## src/rtl/core/assert_macros.svh

```systemverilog
// assertion macros used by the rtl top of the deframer
// no dependencies; include once per file that asserts
`ifndef ASSERT_MACROS_SVH
`define ASSERT_MACROS_SVH

`ifndef SYNTH
// property must hold at every clock edge outside reset
`define ASSERT_CLK(label, clk, rstn, prop) \
    label: assert property (@(posedge clk) disable iff (!rstn) (prop)) \
        else $error("assertion failed");
// condition must never be true outside reset
`define ASSERT_NEVER(label, clk, rstn, cond) \
    label: assert property (@(posedge clk) disable iff (!rstn) !(cond)) \
        else $error("forbidden condition seen");
`else
`define ASSERT_CLK(label, clk, rstn, prop)
`define ASSERT_NEVER(label, clk, rstn, cond)
`endif

`endif

```

## src/rtl/core/ffd_pkg.sv

```systemverilog
// package for the flag-framed destuffer with crc-16 check
// holds constants, result struct, status codes and crc functions; no dependencies
`default_nettype none

package ffd_pkg;

    // payload counter width, saturating
    localparam int LENGTH_BITS = 10;
    // width of the reported length field
    localparam int LEN_OUT_BITS = 10;
    localparam int LEN_WIDE = (LENGTH_BITS > LEN_OUT_BITS) ? LENGTH_BITS : LEN_OUT_BITS;

    localparam logic [7:0]  FLAG_BYTE = 8'h7e;
    localparam logic [7:0]  ESC_BYTE  = 8'h7d;
    localparam logic [7:0]  ESC_XOR   = 8'h20;
    localparam logic [15:0] CRC_POLY  = 16'h1021;
    localparam logic [15:0] CRC_TOP   = 16'h8000;

    typedef enum logic {
        KIND_PAYLOAD = 1'b0,
        KIND_STATUS  = 1'b1
    } kind_t;

    typedef enum logic [1:0] {
        STATUS_GOOD    = 2'd0,
        STATUS_BAD_CRC = 2'd1,
        STATUS_SHORT   = 2'd2,
        STATUS_ESCAPE  = 2'd3
    } frame_status_t;

    // one result item
    typedef struct packed {
        logic                    kind;
        logic [7:0]              data_byte;
        logic                    first_byte;
        logic [1:0]              frame_status;
        logic [LEN_OUT_BITS-1:0] payload_length;
    } result_t;

    // table entry: index shifted into the top byte, eight polynomial steps
    function automatic logic [15:0] crc_table(input logic [7:0] idx);
        logic [15:0] c;
        c = {idx, 8'h00};
        for (int b = 0; b < 8; b++) begin
            c = ((c & CRC_TOP) != 16'h0000) ? ((c << 1) ^ CRC_POLY) : (c << 1);
        end
        return c;
    endfunction

    // byte-wise crc update
    function automatic logic [15:0] crc_next(input logic [15:0] crc, input logic [7:0] data);
        return crc_table(crc[15:8]) ^ {crc[7:0], 8'h00} ^ {8'h00, data};
    endfunction

endpackage

`default_nettype wire

```

## src/rtl/core/flag_framed_destuffer_crc16_check.sv

```systemverilog
// top level of the flag-framed destuffer with crc-16 check
// depends on ffd_pkg and assert_macros.svh
//
//   channel | dir | ports                                   | handshake
//   --------+-----+-----------------------------------------+----------------
//   s_      | in  | s_rx_byte                               | s_valid/s_ready
//   m_      | out | m_kind m_data_byte m_first_byte         | m_valid/m_ready
//           |     | m_frame_status m_payload_length         |
//
// one byte is taken per cycle while s_ready is high; frame state, crc and any
// result are written at the accepting edge, so m_valid is high from the cycle
// after the request; a two-entry output (register plus skid slot) keeps s_ready
// high for one further result while a result waits; s_ready is registered
// synchronous active-low reset returns the block to idle, outside any frame
`default_nettype none
`include "assert_macros.svh"

module flag_framed_destuffer_crc16_check (
    input  wire logic        aclk,
    input  wire logic        aresetn,
    input  wire logic        s_valid,
    output logic             s_ready,
    input  wire logic [7:0]  s_rx_byte,
    output logic             m_valid,
    input  wire logic        m_ready,
    output logic             m_kind,
    output logic [7:0]       m_data_byte,
    output logic             m_first_byte,
    output logic [1:0]       m_frame_status,
    output logic [ffd_pkg::LEN_OUT_BITS-1:0] m_payload_length
);

    localparam logic [ffd_pkg::LENGTH_BITS-1:0] COUNT_MAX = '1;
    localparam logic [ffd_pkg::LENGTH_BITS-1:0] COUNT_ONE =
        {{(ffd_pkg::LENGTH_BITS-1){1'b0}}, 1'b1};

    // frame state
    logic                           frame_open_reg, frame_open_next;
    logic                           esc_reg, esc_next;
    logic [15:0]                    crc_reg, crc_next;
    logic [7:0]                     held0_reg, held0_next;
    logic [7:0]                     held1_reg, held1_next;
    logic [1:0]                     held_count_reg, held_count_next;
    logic [ffd_pkg::LENGTH_BITS-1:0] count_reg, count_next;

    // output register and skid slot
    ffd_pkg::result_t out_reg, out_next;
    ffd_pkg::result_t skid_reg, skid_next;
    logic             out_valid_reg, out_valid_next;
    logic             skid_valid_reg, skid_valid_next;

    logic             accept;
    logic             push;
    logic             pop;
    ffd_pkg::result_t item;
    logic [7:0]       dbyte;
    logic [15:0]      fcs;
    logic [ffd_pkg::LEN_WIDE-1:0] count_wide;

    assign s_ready = !skid_valid_reg;
    assign accept  = s_valid && s_ready;
    assign pop     = out_valid_reg && m_ready;

    assign dbyte      = esc_reg ? (s_rx_byte ^ ffd_pkg::ESC_XOR) : s_rx_byte;
    assign fcs        = {held1_reg, held0_reg};
    assign count_wide = ffd_pkg::LEN_WIDE'(count_reg);

    // per-byte framing, destuffing and crc
    always_comb begin
        frame_open_next = frame_open_reg;
        esc_next        = esc_reg;
        crc_next        = crc_reg;
        held0_next      = held0_reg;
        held1_next      = held1_reg;
        held_count_next = held_count_reg;
        count_next      = count_reg;
        push            = 1'b0;
        item            = '0;
        if (accept) begin
            if (!frame_open_reg) begin
                // idle: only a flag opens a frame
                if (s_rx_byte == ffd_pkg::FLAG_BYTE) begin
                    frame_open_next = 1'b1;
                    esc_next        = 1'b0;
                    crc_next        = 16'h0000;
                    held_count_next = 2'd0;
                    count_next      = '0;
                end
            end else if (s_rx_byte == ffd_pkg::FLAG_BYTE) begin
                // closing flag: emit status
                push                = 1'b1;
                item.kind           = ffd_pkg::KIND_STATUS;
                item.payload_length = count_wide[ffd_pkg::LEN_OUT_BITS-1:0];
                if (esc_reg) begin
                    item.frame_status = ffd_pkg::STATUS_ESCAPE;
                end else if (held_count_reg < 2'd2) begin
                    item.frame_status = ffd_pkg::STATUS_SHORT;
                end else if (fcs == crc_reg) begin
                    item.frame_status = ffd_pkg::STATUS_GOOD;
                end else begin
                    item.frame_status = ffd_pkg::STATUS_BAD_CRC;
                end
                frame_open_next = 1'b0;
                esc_next        = 1'b0;
            end else if (!esc_reg && s_rx_byte == ffd_pkg::ESC_BYTE) begin
                esc_next = 1'b1;
            end else begin
                esc_next = 1'b0;
                if (held_count_reg < 2'd2) begin
                    // fill the check-sequence hold line
                    if (held_count_reg[0]) begin
                        held1_next = dbyte;
                    end else begin
                        held0_next = dbyte;
                    end
                    held_count_next = held_count_reg + 2'd1;
                end else begin
                    // oldest held byte leaves as payload
                    push            = 1'b1;
                    item.kind       = ffd_pkg::KIND_PAYLOAD;
                    item.data_byte  = held0_reg;
                    item.first_byte = (count_reg == '0);
                    held0_next      = held1_reg;
                    held1_next      = dbyte;
                    crc_next        = ffd_pkg::crc_next(crc_reg, held0_reg);
                    if (count_reg != COUNT_MAX) begin
                        count_next = count_reg + COUNT_ONE;
                    end
                end
            end
        end
    end

    // output register with skid slot
    always_comb begin
        out_next        = out_reg;
        skid_next       = skid_reg;
        out_valid_next  = out_valid_reg;
        skid_valid_next = skid_valid_reg;
        if (!out_valid_reg || pop) begin
            if (skid_valid_reg) begin
                out_next        = skid_reg;
                out_valid_next  = 1'b1;
                skid_valid_next = 1'b0;
            end else if (push) begin
                out_next       = item;
                out_valid_next = 1'b1;
            end else begin
                out_valid_next = 1'b0;
            end
        end else if (push) begin
            skid_next       = item;
            skid_valid_next = 1'b1;
        end
    end

    // control state
    always_ff @(posedge aclk) begin
        if (!aresetn) begin
            frame_open_reg <= 1'b0;
            esc_reg        <= 1'b0;
            crc_reg        <= 16'h0000;
            held_count_reg <= 2'd0;
            count_reg      <= '0;
            out_valid_reg  <= 1'b0;
            skid_valid_reg <= 1'b0;
        end else begin
            frame_open_reg <= frame_open_next;
            esc_reg        <= esc_next;
            crc_reg        <= crc_next;
            held_count_reg <= held_count_next;
            count_reg      <= count_next;
            out_valid_reg  <= out_valid_next;
            skid_valid_reg <= skid_valid_next;
        end
    end

    // payload registers
    always_ff @(posedge aclk) begin
        held0_reg <= held0_next;
        held1_reg <= held1_next;
        out_reg   <= out_next;
        skid_reg  <= skid_next;
    end

    assign m_valid          = out_valid_reg;
    assign m_kind           = out_reg.kind;
    assign m_data_byte      = out_reg.data_byte;
    assign m_first_byte     = out_reg.first_byte;
    assign m_frame_status   = out_reg.frame_status;
    assign m_payload_length = out_reg.payload_length;

    // checks
    `ASSERT_CLK(a_skid_behind_out, aclk, aresetn, skid_valid_reg |-> out_valid_reg)
    `ASSERT_NEVER(a_held_count_range, aclk, aresetn, held_count_reg == 2'd3)
    `ASSERT_CLK(a_escape_in_frame, aclk, aresetn, esc_reg |-> frame_open_reg)
    `ASSERT_CLK(a_flag_closes, aclk, aresetn,
        (accept && frame_open_reg && s_rx_byte == ffd_pkg::FLAG_BYTE) |=> !frame_open_reg)

endmodule

`default_nettype wire
```

## config.mk

```make
export PLATFORM = sky130hd
export DESIGN_NAME = flag_framed_destuffer_crc16_check
export DESIGN_NICKNAME = d
export VERILOG_FILES = /design/src/rtl/core/ffd_pkg.sv /design/src/rtl/core/flag_framed_destuffer_crc16_check.sv
export VERILOG_INCLUDE_DIRS = /design/src /design/src/rtl/core
export SDC_FILE = /design/constraint.sdc
export NUM_CORES = 1
export LEC_CHECK = 0
export BUFFER_PORTS_ARGS = -buffer_cell sky130_fd_sc_hd__buf_4
export CAP_MARGIN = 30
export CORE_ASPECT_RATIO = 0.8
export CORE_MARGIN = 1
export CORE_UTILIZATION = 40
export CTS_CLUSTER_DIAMETER = 40
export DETAILED_ROUTE_END_ITERATION = 6
export HOLD_SLACK_MARGIN = 0.1
export SKIP_LAST_GASP = 1
export SLEW_MARGIN = 20
export SYNTH_ARGS = -nofsm -noshare
export SYNTH_HDL_FRONTEND = slang
export SYNTH_SLANG_ARGS = --single-unit
```

## constraint.sdc

```tcl
create_clock -name aclk -period 5.8 [get_ports aclk]
set_input_delay 0.87 -clock aclk [delete_from_list [all_inputs] [get_ports aclk]]
set_output_delay 0.87 -clock aclk [all_outputs]
set_load 0.02 [all_outputs]
```

## Yosys cells after proc, flatten, opt, wreduce, memory -nomap -nowiden

Cells that the tools add are included.

| word-level totals | value |
|---|---|
| input port bits | 12 |
| flip-flop bits (word level) | 92 |
| output and inout port bits | 24 |

| cells by class | value |
|---|---|
| multiplexer cells | 55 |
| reductions and logical operators | 21 |
| bitwise logic cells | 15 |
| add/subtract/negate cells | 2 |
| order comparisons | 1 |
| equal/unequal tests | 9 |

Operators with widths:

| operator | number |
|---|---|
| $mux 13 | 8 |
| $mux 22 | 4 |
| $mux 16 | 5 |
| $mux 10 | 6 |
| $mux 8 | 4 |
| $mux 9 | 3 |
| $not 3->3 | 8 |
| $reduce_and 5->1 | 4 |
| $eq 16x16->1 | 1 |
| $eq 8x7->1 const B | 2 |
| $mux 1 | 16 |
| $xor 16x16->16 | 1 |
| $xor 16x8->16 | 1 |
| $mux 2 | 7 |
| $mux 12 | 1 |
| $add 10x1->10 const B | 1 |
| $logic_not 10->1 | 1 |
| $ne 10x10->1 const B | 1 |
| $ne 2x2->1 const B | 5 |
| $reduce_bool 2->1 | 4 |
| $mux 6 | 1 |
| $reduce_and 2->1 | 3 |
| $reduce_and 6->1 | 1 |
| $not 1->1 | 5 |
| other kinds (6) | 10 |

## Longest topological paths before layout

| depth | value |
|---|---|
| word-level depth | 22 |
| depth in mapped cells | 8 |
| mapped depth without buffers | 8 |

## Worst setup path after synthesis

Ideal clock, no wire load.

| timing path | value |
|---|---|
| kind | input to register |
| from | in s_rx_byte[7] |
| to | reg skid_reg[0] (netlist name) (enable) |
| setup time | 0.429 ns |
| setup slack | 2.227 ns |
| data arrival time | 3.144 ns |
| stages on the path | 4 |
| cell sequence | nand2b_2 > o31ai_4 > o21ai_1 > nor3_1 |

| on the way | value |
|---|---|
| word-level cells in the longest chain between the ends | 7 |
| elaborated cells between the ends (all ways) | 8 |

RTL lines:

| item | line | source |
|---|---|---|
| start: declaration | flag_framed_destuffer_crc16_check.sv:23 | `input wire logic [7:0] s_rx_byte,` |
| $eq 8x7->1 | flag_framed_destuffer_crc16_check.sv:105 | `end else if (!esc_reg && s_rx_byte == ffd_pkg::ESC_BYTE) begin` |
| $logic_and 1x1->1 | flag_framed_destuffer_crc16_check.sv:105 |  |
| $mux 1 | flag_framed_destuffer_crc16_check.sv:105 |  |
| $mux 1 * | flag_framed_destuffer_crc16_check.sv:89 | `end else if (s_rx_byte == ffd_pkg::FLAG_BYTE) begin` |
| $mux 1 * | flag_framed_destuffer_crc16_check.sv:80 | `if (!frame_open_reg) begin` |
| $mux 1 * | flag_framed_destuffer_crc16_check.sv:79 | `if (accept) begin` |
| $reduce_and 2->1 (no line) * | - |  |
| end signal: assignment | flag_framed_destuffer_crc16_check.sv:183 | `skid_reg <= skid_next;` |
| end: declaration | flag_framed_destuffer_crc16_check.sv:48 | `ffd_pkg::result_t skid_reg, skid_next;` |

Every way passes the cells marked *; elsewhere a longest branch is shown, timed or not.
A chain may end at the register's enable or synchronous reset.

## Worst setup path after layout

| timing path | value |
|---|---|
| from | reg frame_open_reg |
| to | reg count_reg[5] (netlist name) |

| on the way | value |
|---|---|
| word-level cells in the longest chain between the ends | 2 |
| elaborated cells between the ends (all ways) | 4 |

RTL lines:

| item | line | source |
|---|---|---|
| start: declaration | flag_framed_destuffer_crc16_check.sv:38 | `logic frame_open_reg, frame_open_next;` |
| start signal: assignment | flag_framed_destuffer_crc16_check.sv:168 | `frame_open_reg <= frame_open_next;` |
| $ne 2x2->1 (no line) / $reduce_bool 2->1 (equally long branches) | - |  |
| $reduce_and 6->1 (no line) | - |  |
| end signal: assignment | flag_framed_destuffer_crc16_check.sv:172 | `count_reg <= count_next;` |
| end: declaration | flag_framed_destuffer_crc16_check.sv:44 | `logic [ffd_pkg::LENGTH_BITS-1:0] count_reg, count_next;` |

Several ways; a longest one is shown, not always the timed one.

==> results.md <==
Setup path:
- Of all nets on the critical path, the largest fanout is 17.
- Data arrives at the worst endpoint at approximately 3.2 ns.
- STA classifies the critical path startpoint as a register.
- The startpoint identified for the worst register-to-register timing path is frame_open_reg.
- The endpoint identified for the worst register-to-register timing path is count_reg[5].
- The worst setup path is captured at a register.
- The class of the most critical setup path is register to register.
- The slack of the worst reg-to-reg path is 2.81 ns.
- Data on the critical path is required at its endpoint by 6.03 ns.
- Measured in cells, the most critical reg-to-reg path has a length of 7.

Worst hold path:
- In this run the most critical hold path is launched from held_count_reg[0].
- The kind of path behind the tightest hold check is register to register.
- The path with the worst hold slack has its endpoint at held_count_reg[0].
- Along the worst hold path, the cell count comes to 2.

Power:
- Power comes to 1.29 mW.
- In this run the static leakage power is about 1.8 nW.
- The areal power density over the cells is 250 nW/um^2.
- The highest ir drop seen on vdd is 0.000141 V.

GRT:
- In the global route stage, overall resource usage came out at 0.175.
- Entering global routing, the biggest net connects 35 pins.
- The global-route congestion overflow total is 0.
- The number of global-route vias before repair is ~2,800.
- The initial antenna violation count is 0.
- The global-route wire length before repair is about 16 mm.

Logic synthesis:
- The synthesized design spends more area on one cell type than any other, namely sky130_fd_sc_hd__edfxtp_1.
- Ranked by total cell area, the synthesized netlist is headed by sky130_fd_sc_hd__edfxtp_1, sky130_fd_sc_hd__dfxtp_1, sky130_fd_sc_hd__xnor2_1.
- Of the synthesized area, sequential elements account for 0.545.
- The commonest register cell after synthesis is sky130_fd_sc_hd__edfxtp_1.
- The share of synthesized area in the top cell type comes to 0.402.
- The share of flip-flops with an asynchronous set or reset after synthesis is 0.
- The number of synthesized flops with an enable pin is 60.
- The number of warnings reported in the yosys synthesis log is 0.
- The number of register bits inferred by synthesis is 92.
- After synthesis, the most frequently instantiated cells are sky130_fd_sc_hd__edfxtp_1, sky130_fd_sc_hd__xnor2_1, sky130_fd_sc_hd__dfxtp_1.
- The most common cell in the synthesized netlist is sky130_fd_sc_hd__edfxtp_1.
- The average size of a mapped cell is between 10 and 15 sq um.
- The total nets after synthesis is 411.
- The count of cell types in the netlist is 58.
- The mapped netlist covers 4480 sq um.
- Synthesis produced 392 cells.

Routing:
- The wire length reported by the detailed router is 9.56 mm.
- Dividing the detail-routed wire length by the instance count gives 16.7 microns.
- The pre-antenna-repair detailed-routing pass consisted of 4 iterations.
- The post-route DRC violation count is 0.
- The detailed router finished its first iteration with 268 violations.
- Dividing the detail-routed via count by the number of cells gives between 5 and 6.
- The post-detailed-route count of antenna-violating nets is 0.
- The final route contains slightly above 3,000 vias.

Clock network:
- The H-tree was split into 3 levels.
- For the worst-skew pair, the clock arrives at the later sink with an insertion delay of 0.34 ns.
- The TritonCTS clock tree is yes.
- The longest clock path from root to sink contains 2 buffers.
- The tree is rooted in a sky130_fd_sc_hd__clkbuf_16.
- Buffers inserted during clock tree synthesis total 9.
- The clock drives approximately 90 sinks.
- The clock-pin transition on the worst setup and hold timing paths is 0.07 ns.
- The number of hold buffers added after CTS was 0.
- The count of buffers added by post-CTS timing repair for setup is 0.
- The post-cts resize count is 0.

Die:
- The horizontal die dimension is ~120 microns.
- 36 I/O pins were placed.
- The total area inside the core boundary comes to 10,900 sq um.
- The initial utilization of the core area, before any placement, comes to 0.411.
- The floorplan has 34 rows.
- The die covers between 10,000 and 15,000 sq um.
- The die height is 96.6 microns.

Timing:
- In the finished design, the share of the clock period the worst path needs comes to 0.516.
- The number of hold-slack violations in the final timing report was 0.
- For the pin with the worst max-slew slack, the measured transition is 0.814 ns.
- The total negative slack for setup checks is 0 ns.
- Across the routed clock network, the largest skew measured is 0.00926 ns.
- The final critical-path required period is ~3 ns.
- The highest attainable clock frequency is 0.334 GHz.
- The normalized max-slew margin is 0.453.
- Setup repair after global routing left no endpoint under its margin.
- The number of max-slew violations in the final report is 0.
- The number of setup violations in the final report is 0.

Layout:
- Of the cells placed in the final design, the portion with a size suffix greater than 1 is 0.194.
- The total number of nets in the final design is about 440.
- The finished layout holds 572 standard cells, fillers aside.
- The area growth from synthesis to final layout is 15.4%.
- The repair_antennas step left the layout with diodes totalling 0.
- The flip-flop count of the largest register, all copies and words added is 22.

Placement:
- Routability-driven placement finished with a final weighted congestion of 0.850.
- Input and output buffers added on the ports amount to 35.
- The post-placement cell count is 555.
- The HPWL after detailed placement is 6.91 mm.

Outcome:
- The run finished with clean final reports.

Run:
- Across the run, the number of max-cap violations was 0.
[power breakdown]
group | leakage, nW | internal, mW | switching [mW]
Clock | 0.135 | 0.295 | 0.250
Sequential | 0.733 | 0.693 | 0.00723
Combinational | 0.912 | 0.0214 | 0.0227
Total | 1.78 | 1.01 | 0.280
[cells by family (layout without fill, tap and decap cells)]
group | Yosys count | count (layout) | share of synthesized area
buffers and inverters | 30 | 66 | 0.0257
flip-flops | 92 | 92 | 0.545
multiplexers | 11 | 11 | 0.0268
adder cells (fa/ha/maj) | 7 | 7 | 0.0196
AND/OR/NAND/NOR | 134 | 134 | 0.166
AO/OA/AOI/OAI | 76 | 76 | 0.134
XOR/XNOR | 42 | 42 | 0.0821
[routing by layer]
layer / vias to the layer above / share of wire / GRT usage
li1: 1506 / - / -
met2: 90 / 0.41 / 0.231
met5: - / 0 / 0
met1: 1474 / 0.52 / 0.272
met4: 0 / 0.016 / 0.0646
met3: 12 / 0.053 / 0.0430
[worst max path at each step]
stage,endpoint,slack (ns),cells past startpoint,from
3_5_place_dp,count_reg[5],2.58,9,s_rx_byte[0]
6_report,count_reg[5],2.81,7,frame_open_reg
5_1_grt,count_reg[8],2.53,7,frame_open_reg
4_1_cts,count_reg[5],2.85,7,frame_open_reg
2_1_floorplan,skid_reg[0],2.23,4,s_rx_byte[7]
3_3_place_gp,m_data_byte[2],2.54,6,s_rx_byte[7]
[cells in the final DEF (no fill, tap or decap), drive strengths merged, types with 2 or more instances in the layout]
cell / instances
nor2: 5
a21oi: 7
or3b: 2
clkinv: 3
nor3: 17
a22oi: 3
a31oi: 5
a32o: 3
clkbuf: 10
a21o: 22
ha: 7
o31ai: 12
dfxtp: 32
and2: 18
nand2: 28
or4: 4
nand4: 13
nand2b: 4
a211oi: 3
mux2i: 3
nor2b: 3
and3: 2
inv: 11
or3: 3
mux2: 8
xor2: 3
a21boi: 2
edfxtp: 60
buf: 41
xnor2: 39
or2: 2
o21a: 2
o21ai: 12
nand3: 26
[critical path, stage by stage (launching register included)]
cell and delay [ns]:
sky130_fd_sc_hd__dfxtp_1 0.72, sky130_fd_sc_hd__clkinv_1 0.46, sky130_fd_sc_hd__ha_1 0.34, sky130_fd_sc_hd__nor3b_1 0.47
sky130_fd_sc_hd__nand2_1 0.18, sky130_fd_sc_hd__nor2_2 0.30, sky130_fd_sc_hd__a21boi_2 0.14, sky130_fd_sc_hd__a32o_1 0.27
[stage by stage]
step / hold WS (ns) / area, sq um / util / setup slack [ns]
floorplan: 0.456 / 4480 / - / 2.23
global placement: 0.470 / 4870 / 0.447 / 2.54
detailed placement: 0.497 / 4890 / 0.449 / 2.58
CTS: 0.506 / 5160 / 0.474 / 2.85
global route: 0.532 / 5170 / 0.475 / 2.53
finish: 0.508 / 5170 / 0.475 / 2.81
[final cells by class]
cell class,instances,area [sq um]
inverter,9,33.8
timing repair buffer,41,309
multi-input combinational,270,1930
clock buffer,10,229
clock inverter,6,46.3
sequential,92,2440
fill,1008,5720
tap,144,180
(Power assumes the default switching activity.)
